**src/hdl/rld_pkg.sv**
```systemverilog
// Package for the link message deframer.
// Holds the field widths, the message layout and shared constants.
// No dependencies.
`default_nettype none

package rld_pkg;

  localparam int unsigned WordW    = 32;
  localparam int unsigned AckW     = 2;
  localparam int unsigned OffW     = 8;
  localparam int unsigned AddrW    = 16;
  localparam int unsigned CallW    = 8;
  localparam int unsigned TypeW    = 3;
  localparam int unsigned PayFirstW = 21;
  localparam int unsigned InDataW  = 40;

  localparam logic [OffW-1:0] WindowReset = 8'd32;
  localparam logic [OffW-1:0] LastWordOff = 8'd3;

  typedef enum logic [AckW-1:0] {
    ACK_NONE    = 2'd0,
    ACK_ACCEPT  = 2'd1,
    ACK_REFUSE  = 2'd2,
    ACK_REFUSE2 = 2'd3
  } ack_t;

  // Members are listed from the highest bits down.
  typedef struct packed {
    logic [WordW-1:0]     payload_third;
    logic [WordW-1:0]     payload_second;
    logic [PayFirstW-1:0] payload_first;
    logic [TypeW-1:0]     message_type;
    logic [CallW-1:0]     call_number;
    logic [AddrW-1:0]     dest_addr;
    logic [AddrW-1:0]     source_addr;
  } msg_t;

endpackage

`default_nettype wire

```
**src/hdl/rld_out_skid.sv**
```systemverilog
// Two-entry output stage for decoded messages: output register plus skid register.
// Depends on rld_pkg for the message type.
`default_nettype none

module rld_out_skid (
  input  wire logic          clk,
  input  wire logic          rst_n,
  input  wire logic          push,
  input  wire rld_pkg::msg_t push_msg,
  output logic               room,
  output logic               out_valid,
  input  wire logic          out_ready,
  output rld_pkg::msg_t      out_msg
);
  import rld_pkg::*;

  logic out_valid_r;
  logic skid_valid_r;
  msg_t out_msg_r;
  msg_t skid_msg_r;
  logic pop;

  assign pop       = out_valid_r & out_ready;
  assign room      = ~skid_valid_r;
  assign out_valid = out_valid_r;
  assign out_msg   = out_msg_r;

  always_ff @(posedge clk) begin
    if (!rst_n) begin
      out_valid_r  <= 1'b0;
      skid_valid_r <= 1'b0;
    end else begin
      if (pop) begin
        if (skid_valid_r) begin
          out_msg_r    <= skid_msg_r;
          skid_valid_r <= push;
          if (push) begin
            skid_msg_r <= push_msg;
          end
        end else begin
          out_valid_r <= push;
          if (push) begin
            out_msg_r <= push_msg;
          end
        end
      end else if (push) begin
        if (!out_valid_r) begin
          out_valid_r <= 1'b1;
          out_msg_r   <= push_msg;
        end else begin
          skid_valid_r <= 1'b1;
          skid_msg_r   <= push_msg;
        end
      end
    end
  end

endmodule

`default_nettype wire

```
**src/hdl/rpc_link_message_deframer.sv**
```systemverilog
// Link message deframer: one sample per word, at most one decoded message per word.
// A decoded message is registered in the output stage when its closing word is taken.
// Throughput: one word per cycle; input stalls only when both output entries are full.
// Reset (synchronous, active low) returns to strobe search and sets the window to 32.
// Depends on rld_pkg and rld_out_skid.
`default_nettype none

module rpc_link_message_deframer (
  input  wire logic                        clk,
  input  wire logic                        rst_n,
  input  wire logic                        cfg_wr_en,
  input  wire logic [rld_pkg::OffW-1:0]    cfg_wr_data,
  input  wire logic                        in_tvalid,
  output logic                             in_tready,
  // Fields from bit 0: ack_code[1:0], link_word[33:2], zero fill to bit 39.
  input  wire logic [rld_pkg::InDataW-1:0] in_tdata,
  // Fields from bit 0: start_strobe.
  input  wire logic                        in_tuser,
  output logic                             out_tvalid,
  input  wire logic                        out_tready,
  // Fields from bit 0: source_addr, dest_addr, call_number, message_type,
  // payload_first, payload_second, payload_third.
  output logic [$bits(rld_pkg::msg_t)-1:0] out_tdata
);
  import rld_pkg::*;

  logic [OffW-1:0]  ack_window_r;
  logic             in_message_r, in_message_nxt;
  logic [OffW-1:0]  cycle_offset_r, cycle_offset_nxt;
  logic [AckW-1:0]  ack_seen_r, ack_seen_nxt;
  logic [WordW-1:0] cap_r   [4];
  logic [WordW-1:0] cap_nxt [4];

  logic             accept;
  logic [AckW-1:0]  ack;
  logic [WordW-1:0] word;
  logic [OffW-1:0]  off;
  logic [AckW-1:0]  seen_cur;
  logic             close;
  logic             emit;
  msg_t             msg;
  msg_t             out_msg;
  logic             room;

  assign accept    = in_tvalid & in_tready;
  assign in_tready = room;
  assign ack       = in_tdata[AckW-1:0];
  assign word      = in_tdata[AckW +: WordW];
  assign off       = cycle_offset_r + 8'd1;

  always_comb begin
    in_message_nxt   = in_message_r;
    cycle_offset_nxt = cycle_offset_r;
    ack_seen_nxt     = ack_seen_r;
    for (int i = 0; i < 4; i++) begin
      cap_nxt[i] = cap_r[i];
    end
    seen_cur = ack_seen_r;
    close    = 1'b0;
    emit     = 1'b0;

    if (in_message_r) begin
      cycle_offset_nxt = off;
      if (off <= LastWordOff) begin
        cap_nxt[off[1:0]] = word;
      end
      if (ack_seen_r == ACK_NONE && off < ack_window_r && ack != ACK_NONE) begin
        seen_cur = ack;
      end
      ack_seen_nxt = seen_cur;
      close = (off >= LastWordOff) && (seen_cur != ACK_NONE || off >= ack_window_r);
      emit  = close && seen_cur == ACK_ACCEPT;
      if (close) begin
        in_message_nxt = 1'b0;
      end
    end

    if ((!in_message_r || close) && in_tuser) begin
      in_message_nxt   = 1'b1;
      cycle_offset_nxt = '0;
      cap_nxt[0]       = word;
      if (ack_window_r != '0 && ack != ACK_NONE) begin
        ack_seen_nxt = ack;
      end else begin
        ack_seen_nxt = ACK_NONE;
      end
    end
  end

  // At the last body word the third payload comes straight from the input.
  always_comb begin
    msg.source_addr    = cap_r[0][WordW-1:AddrW];
    msg.dest_addr      = cap_r[0][AddrW-1:0];
    msg.call_number    = cap_r[1][31:24];
    msg.message_type   = cap_r[1][23:21];
    msg.payload_first  = cap_r[1][PayFirstW-1:0];
    msg.payload_second = cap_r[2];
    msg.payload_third  = (off == LastWordOff) ? word : cap_r[3];
  end

  always_ff @(posedge clk) begin
    if (!rst_n) begin
      ack_window_r   <= WindowReset;
      in_message_r   <= 1'b0;
      cycle_offset_r <= '0;
      ack_seen_r     <= ACK_NONE;
    end else begin
      if (cfg_wr_en) begin
        ack_window_r <= cfg_wr_data;
      end
      if (accept) begin
        in_message_r   <= in_message_nxt;
        cycle_offset_r <= cycle_offset_nxt;
        ack_seen_r     <= ack_seen_nxt;
      end
    end
  end

  always_ff @(posedge clk) begin
    if (accept) begin
      for (int i = 0; i < 4; i++) begin
        cap_r[i] <= cap_nxt[i];
      end
    end
  end

  rld_out_skid u_out (
    .clk       (clk),
    .rst_n     (rst_n),
    .push      (accept & emit),
    .push_msg  (msg),
    .room      (room),
    .out_valid (out_tvalid),
    .out_ready (out_tready),
    .out_msg   (out_msg)
  );

  assign out_tdata = out_msg;

endmodule

`default_nettype wire
```
**config.mk**
```make
export PLATFORM = sky130hd
export DESIGN_NAME = rpc_link_message_deframer
export DESIGN_NICKNAME = d
export VERILOG_FILES = /design/src/hdl/rld_pkg.sv /design/src/hdl/rld_out_skid.sv /design/src/hdl/rpc_link_message_deframer.sv
export SDC_FILE = /design/constraint.sdc
export NUM_CORES = 1
export LEC_CHECK = 0
export BUFFER_PORTS_ARGS = -buffer_cell sky130_fd_sc_hd__buf_2
export CORE_MARGIN = 8
export CORE_UTILIZATION = 30
export CTS_BUF_LIST = sky130_fd_sc_hd__clkbuf_4
export CTS_CLUSTER_DIAMETER = 30
export DETAILED_ROUTE_END_ITERATION = 6
export HOLD_SLACK_MARGIN = 0.12
export MAX_ROUTING_LAYER = met4
export PLACE_DENSITY = 0.53
export SYNTH_ARGS = -nofsm -noshare
export SYNTH_HDL_FRONTEND = slang
export SYNTH_SLANG_ARGS = --single-unit
```
**constraint.sdc**
```tcl
create_clock -name clk -period 13.1 [get_ports clk]
set_clock_uncertainty 0.05 [all_clocks]
set_input_delay 1.31 -clock clk [delete_from_list [all_inputs] [get_ports clk]]
set_output_delay 1.31 -clock clk [all_outputs]
set_load 0.02 [all_outputs]
```
# Word level (Yosys, flattened, before mapping)
# Memory sizes are Yosys's and may differ from the RTL's.
# Cells that the tools add are included.
# Widths: inputs -> output; s select.
dict set report totals {
  romBits 0
  in_bits 54
  wordCells 99
  memories 1
  latchBits 0
  ram_bits 128
  register_bits 277
  out_inout_bits 130
}
# name depth word_bits rd rd_ports_with_merged_regs wr line
set memory_table {}
lappend memory_table {cap_r 4 32 4 0 4 rpc_link_message_deframer.sv:31} ;# logic [WordW-1:0] cap_r [4];
dict set report op_classes {
  reduce_logical 23
  n_mul 0
  n_lt_le_gt_ge 6
  bitwise_logic 5
  n_addsub 1
  n_mux 37
  n_div 0
  shifts 0
  eq_ne 6
}
# cell n
set op_table {}
lappend op_table {{$mux 128} 11}
lappend op_table {{$bwmux 128} 1}
lappend op_table {{$mux 32} 3}
lappend op_table {{$demux 32 s2} 1}
lappend op_table {{$mux 8} 2}
lappend op_table {{$mux 1} 14}
lappend op_table {{$reduce_bool 2->1} 6}
lappend op_table {{$mux 2} 5}
lappend op_table {{$add 8x1->8 const B} 1}
lappend op_table {{$eq 8x2->1 const B} 1}
lappend op_table {{$ge 8x2->1 const B} 1}
lappend op_table {{$ge 8x8->1} 1}
lappend op_table {{$le 8x2->1 const B} 1}
lappend op_table {{$lt 8x8->1} 1}
lappend op_table {{$reduce_bool 8->1} 1}
lappend op_table {{$logic_and 1x1->1} 7}
lappend op_table {{$reduce_and 2->1} 3}
lappend op_table {{$reduce_and 5->1} 1}
lappend op_table {{$ne 2x1->1 const B} 2}
lappend op_table {{$ne 2x2->1 const B} 2}
lappend op_table {{$reduce_and 4->1} 1}
lappend op_table {{$and 1x1->1} 3}
lappend op_table {{$ge 3x3->1 const B} 1}
lappend op_table {{$lt 3x1->1 const B} 1}
lappend op_table {{other kinds (6)} 7}

# Depth between registers and ports, before layout
dict set report depth {
  depth_word 15
  mapped_depth 14
  depth_no_buf 12
}

# Modules after synthesis
# A second synthesis with hierarchy kept.
dict set report hier_totals {
  hier_cells 800
  hier_area_um2 15534.9
}
# module cells_each area_each_um2 seq_area_each_um2 n_inst
set by_module_without_submodules {}
lappend by_module_without_submodules {rld_out_skid 413 9396.5 7727.4 1}
lappend by_module_without_submodules {rpc_link_message_deframer 387 6138.4 4224.1 1}

# Worst setup path after synthesis
# No wires, ideal clock.
dict set report synth_timing {
  path_type {flip-flop to flip-flop}
  startpoint {register cycle_offset_r[0]}
  endpoint {register u_out.out_msg_r (netlist bit u_out.out_msg[0]) (enable)}
  setup_time_ns 0.811
  slack_ns 0.771
  arrival_time_ns 11.469
  synth_period_minus_slack_ns 12.329
  stages_incl_launch_ff 13
  path_buffers 1
  required_ns 12.239
  cell_sequence {dfxtp_1 > ha_1 > clkbuf_1 > nand2_1 > nor3_1 > nor2_1 > inv_1 > ha_1 > and4_1 > a21boi_0 > nor4b_1 > o211ai_1 > a21boi_0}
}
dict set report synth_between {
  elab_chain_cells 14
  word_cells_on_any_way 18
  cone_classes {1 x add/sub; 3 x order compare; 1 x eq/ne; 3 x mux; 1 x bitwise; 9 x reduce/logical}
}
# item line
set synth_lines {}
lappend synth_lines {{from (decl)} rpc_link_message_deframer.sv:29} ;# logic [OffW-1:0] cycle_offset_r, cycle_offset_nxt;
lappend synth_lines {{from (signal assigned)} rpc_link_message_deframer.sv:113} ;# cycle_offset_r <= cycle_offset_nxt;
lappend synth_lines {{$add 8x1->8 *} rpc_link_message_deframer.sv:49} ;# assign off = cycle_offset_r + 8'd1;
lappend synth_lines {{$lt 8x8->1} rpc_link_message_deframer.sv:67} ;# if (ack_seen_r == ACK_NONE && off < ack_window_r && ack != ACK_NONE) begin
lappend synth_lines {{$logic_and 1x1->1 (2 in series)} rpc_link_message_deframer.sv:67}
lappend synth_lines {{$mux 2} rpc_link_message_deframer.sv:67}
lappend synth_lines {{$mux 2} rpc_link_message_deframer.sv:62} ;# if (in_message_r) begin
lappend synth_lines {{$reduce_bool 2->1} rpc_link_message_deframer.sv:71} ;# close = (off >= LastWordOff) && (seen_cur != ACK_NONE || off >= ack_window_r);
lappend synth_lines {{$logic_or 1x1->1} rpc_link_message_deframer.sv:71}
lappend synth_lines {{$logic_and 1x1->1} rpc_link_message_deframer.sv:71}
lappend synth_lines {{$logic_and 1x1->1 *} rpc_link_message_deframer.sv:72} ;# emit = close && seen_cur == ACK_ACCEPT;
lappend synth_lines {{$mux 1 *} rpc_link_message_deframer.sv:62}
lappend synth_lines {{$and 1x1->1 *} rpc_link_message_deframer.sv:130} ;# .push (accept & emit),
lappend synth_lines {{$reduce_bool 2->1 (no line)} --}
lappend synth_lines {{$reduce_and 4->1 (no line) *} --}
lappend synth_lines {{to (signal assigned)} rld_out_skid.sv:35} ;# out_msg_r <= skid_msg_r;
lappend synth_lines {{to (signal assigned)} rld_out_skid.sv:43} ;# out_msg_r <= push_msg;
lappend synth_lines {{to (signal assigned)} rld_out_skid.sv:49} ;# out_msg_r <= push_msg;
lappend synth_lines {{to (decl)} rld_out_skid.sv:19} ;# msg_t out_msg_r;
# Every way passes the cells marked *; elsewhere a longest branch is shown, timed or not. The select of a mux whose other input is x is not followed.
# A chain may end at the register's enable or synchronous reset.

# Final worst setup path
dict set report layout_timing {
  startpoint {register cycle_offset_r[0]}
  endpoint {register u_out.skid_msg_r[57] in the netlist's numbering (enable)}
}
dict set report layout_between {
  elab_chain_cells 14
  word_cells_on_any_way 18
  cone_classes {1 x add/sub; 3 x order compare; 2 x eq/ne; 3 x mux; 1 x bitwise; 8 x reduce/logical}
}
# item line
set layout_lines {}
lappend layout_lines {{$add 8x1->8 *} rpc_link_message_deframer.sv:49}
lappend layout_lines {{$lt 8x8->1} rpc_link_message_deframer.sv:67}
lappend layout_lines {{$logic_and 1x1->1 (2 in series)} rpc_link_message_deframer.sv:67}
lappend layout_lines {{$mux 2} rpc_link_message_deframer.sv:67}
lappend layout_lines {{$mux 2} rpc_link_message_deframer.sv:62}
lappend layout_lines {{$reduce_bool 2->1} rpc_link_message_deframer.sv:71}
lappend layout_lines {{$logic_or 1x1->1} rpc_link_message_deframer.sv:71}
lappend layout_lines {{$logic_and 1x1->1} rpc_link_message_deframer.sv:71}
lappend layout_lines {{$logic_and 1x1->1 *} rpc_link_message_deframer.sv:72}
lappend layout_lines {{$mux 1 *} rpc_link_message_deframer.sv:62}
lappend layout_lines {{$and 1x1->1 *} rpc_link_message_deframer.sv:130}
lappend layout_lines {{$ne 2x1->1 (no line) / $reduce_bool 2->1 (equally long branches)} --}
lappend layout_lines {{$reduce_and 5->1 (no line) *} --}
lappend layout_lines {{to (signal assigned)} rld_out_skid.sv:38} ;# skid_msg_r <= push_msg;
lappend layout_lines {{to (signal assigned)} rld_out_skid.sv:52} ;# skid_msg_r <= push_msg;
lappend layout_lines {{to (decl)} rld_out_skid.sv:20} ;# msg_t skid_msg_r;
# Marked as above.

==> flow_metrics.tcl <==
set metrics [dict create \
    core-area_mm2 0.0509 \
    muxShareOfSynthArea 0.130 \
    required_ps 13460 \
    p_per_area_mw_per_mm2 143 \
    drive_gt1_frac 0.475 \
    clock_path_buffers 3 \
    min_period_over_period 0.339 \
    cts_buffers 114 \
    synth_top_family_by_area "multiplexers" \
    synth_compound_gate_area_share 0.0201 \
    slew_violations 0 \
    rows 83 \
    r2r_setup_slack_ps 8660 \
    vias 7836 \
    sw_frac_of_total 0.214 \
    period_needed_ps 4440 \
    slowest_stage "buf_4" \
    crit_type "flip-flop to flip-flop" \
    worstPathCellList "ha_1 -> nand2_1 -> nor3_1 -> nor2_1 -> inv_1 -> ha_1 -> and4_1 -> a21boi_0 -> nor4b_1 -> o211ai_1 -> nor3_2 -> buf_4" \
    hpwl_um 19100 \
    ys_warn_count 0 \
    vias_per_cell 4.28 \
    start_kind "flip-flop" \
    synth_fp_nets 853 \
    final_area_mm2 0.0185 \
    synth_edf_count 384 \
    start_util 0.301 \
    grt_max_degree 72 \
    cts.reportedPaths.clkPinSlew_ps 60 \
    dr.pass1.iters 4 \
    drt_iter0_markers 391 \
    p_sw_uw 567 \
    min_path_type "flip-flop to flip-flop" \
    vdd_ir_drop_max_uv 64.8 \
    cts_root_buf "clkbuf_4" \
    cp.arrival_ps 4800 \
    antenna_found_initial 3 \
    nNetsFinal 1129 \
    hold_viol_final 0 \
    slowest_delay_ps 850 \
    io_pins 184 \
    antenna_left 0 \
    netlist_instances 787 \
    synth-xor-area-share 0.00458 \
    share_seq_of_total_power 0.540 \
    crit_fanout 70 \
    numClockSinks 405 \
    synthAdderAreaFrac 0.00980 \
    cts-htree-levels 3 \
    place_area_mm2 0.0171 \
    place_congestion 0.765 \
    post-cts-setup-buffer-count 0 \
    ys_seq_area_frac 0.780 \
    final_common_cell "edfxtp_1" \
    cts_tree "done" \
    async_flop_share 0 \
    synthSimpleGateAreaFrac 0.0417 \
    die_x_um 242 \
    power.share.clock 0.438 \
    intPower_uw 2080 \
    route.detailed.drc 0 \
    area_delta_synth_final_pct 21.0 \
    cp.buffers_inverters 2 \
    crit_top_cell "ha_1" \
    synth-seq-cells 405 \
    status "complete, no violations" \
    track_usage 0.115 \
    wl_um 32800 \
    routedWlPerCell_um 17.9 \
    synth.avg_cell_area_um2 19.5 \
    grt-ovfl-total 0 \
    finalSetupViolCount 0 \
    p_leak_uw 0.00668 \
    worst_path_dominant_cell_family "simple AND/OR/NAND/NOR gates" \
    synthTopCellsByArea "edfxtp_1 (75%), mux2_2 (9.4%), mux2_4 (2.9%)" \
    synth_ff_type "edfxtp_1" \
    synth_area_leader_cell "edfxtp_1" \
    cap_violations 0 \
    hold_buffers 0 \
    combinationalPowerShare 0.022 \
    io_buffers 177 \
    max_slew_margin 0.298 \
    setup_tns_ps 0 \
    fp.dieH_um 242 \
    first_global_vias 8705 \
    synth_top_area_frac 0.753 \
    grt_pass1_wl_um 51000 \
    rsz0062_at_grt "false" \
    fmax_mhz 225 \
    cts_resized 0 \
    tightest_slew_ps 1050 \
    syn_area_mm2 0.0153 \
    synth_cell_type_count 53 \
    worstSkewPairLatency_ps 820 \
    dieArea_mm2 0.0585 \
    layout_common_cells "edfxtp_1 (384), buf_2 (177), clkbuf_4 (163)" \
    cp-end-kind "flip-flop" \
]
routing by layer:
metal  global-route usage  vias to the layer above  wire, um
li1                     -                     3694         -
met3               0.0388                       39      1670
met4               0.0429                        0       549
met1                0.145                     3903     15400
met5                    -                        -         0
met2                0.170                      200     15200
sequential cells by signal, indices dropped and copies added, names as in the netlist:
| name | count |
|---|---|
| ack_seen_r | 2 |
| u_out.skid_msg_r | 128 |
| u_out.out_valid | 1 |
| ack_window_r | 8 |
| u_out.skid_valid_r | 1 |
| cap_r | 128 |
| cycle_offset_r | 8 |
| u_out.out_msg | 128 |
| in_message_r | 1 |
metrics by stage:
step,instances,power (uW),setup WS (ps),hold slack [ps],util
floorplan,787,1490,771,370,-
CTS,1827,2700,8600,375,0.364
detailed placement,1627,1520,8450,380,0.335
global route,1831,2770,8390,401,0.364
finish,1832,2640,8660,378,0.364
global placement,1627,1510,8440,374,0.335
logic make-up after synthesis:
group / count (synthesis)
AND/OR/NAND/NOR: 109
adder cells (fa/ha/maj): 12
buffers and inverters: 44
AO/OA/AOI/OAI: 41
flip-flops: 405
XOR/XNOR: 8
multiplexers: 168
worst reg2reg max path, stage by stage, from the launching register on:
cell and delay (ps):
dfxtp_1 490, ha_1 360, nand2_1 110, nor3_1 350, nor2_1 120, inv_1 80, ha_1 230, and4_1 200
a21boi_0 180, nor4b_1 340, o211ai_1 260, nor3_2 410, buf_4 850
power by group through the flow:
stage | sequential [uW] | clock, uW | combinational, uW
6_report | 1430 | 1160 | 58.5
5_1_grt | 1430 | 1280 | 65.6
4_1_cts | 1430 | 1210 | 60.7
3_5_place_dp | 1460 | 0 | 60.2
3_3_place_gp | 1450 | 0 | 59.2
2_1_floorplan | 1450 | 0 | 32.6
path summary, 6_finish.rpt:
check	from	endpoint	cells after the start
max	cycle_offset_r[0]	u_out.skid_msg_r[57]	12
min	cap_r[1][9]	u_out.skid_msg_r[52]	0
max reg2reg	cycle_offset_r[0]	u_out.skid_msg_r[57]	12
min reg2reg	cap_r[1][9]	u_out.skid_msg_r[52]	0
area by class of cell:
type / count / area (um2)
diodes: 5 / 12.5
clock buffers: 163 / 1220
clock inverters: 37 / 246
fillers: 4863 / 32400
inverters: 15 / 56.3
multi-input cells: 338 / 3220
flip-flops and latches: 405 / 12000
well taps: 680 / 851
repair buffers: 189 / 976
Yosys cell counts, types with 4 or more instances:
cell type / count
edfxtp_1: 384
mux2_2: 128
nor2b_1: 42
mux2_4: 30
nand2_1: 22
dfxtp_1: 21
clkbuf_1: 19
inv_1: 15
ha_1: 12
o21ai_0: 11
and2_1: 9
nand3_1: 9
mux2i_1: 8
nor3_1: 5
xnor2_1: 5
a31oi_1: 4
o211ai_1: 4
(Power assumes the default switching activity.)
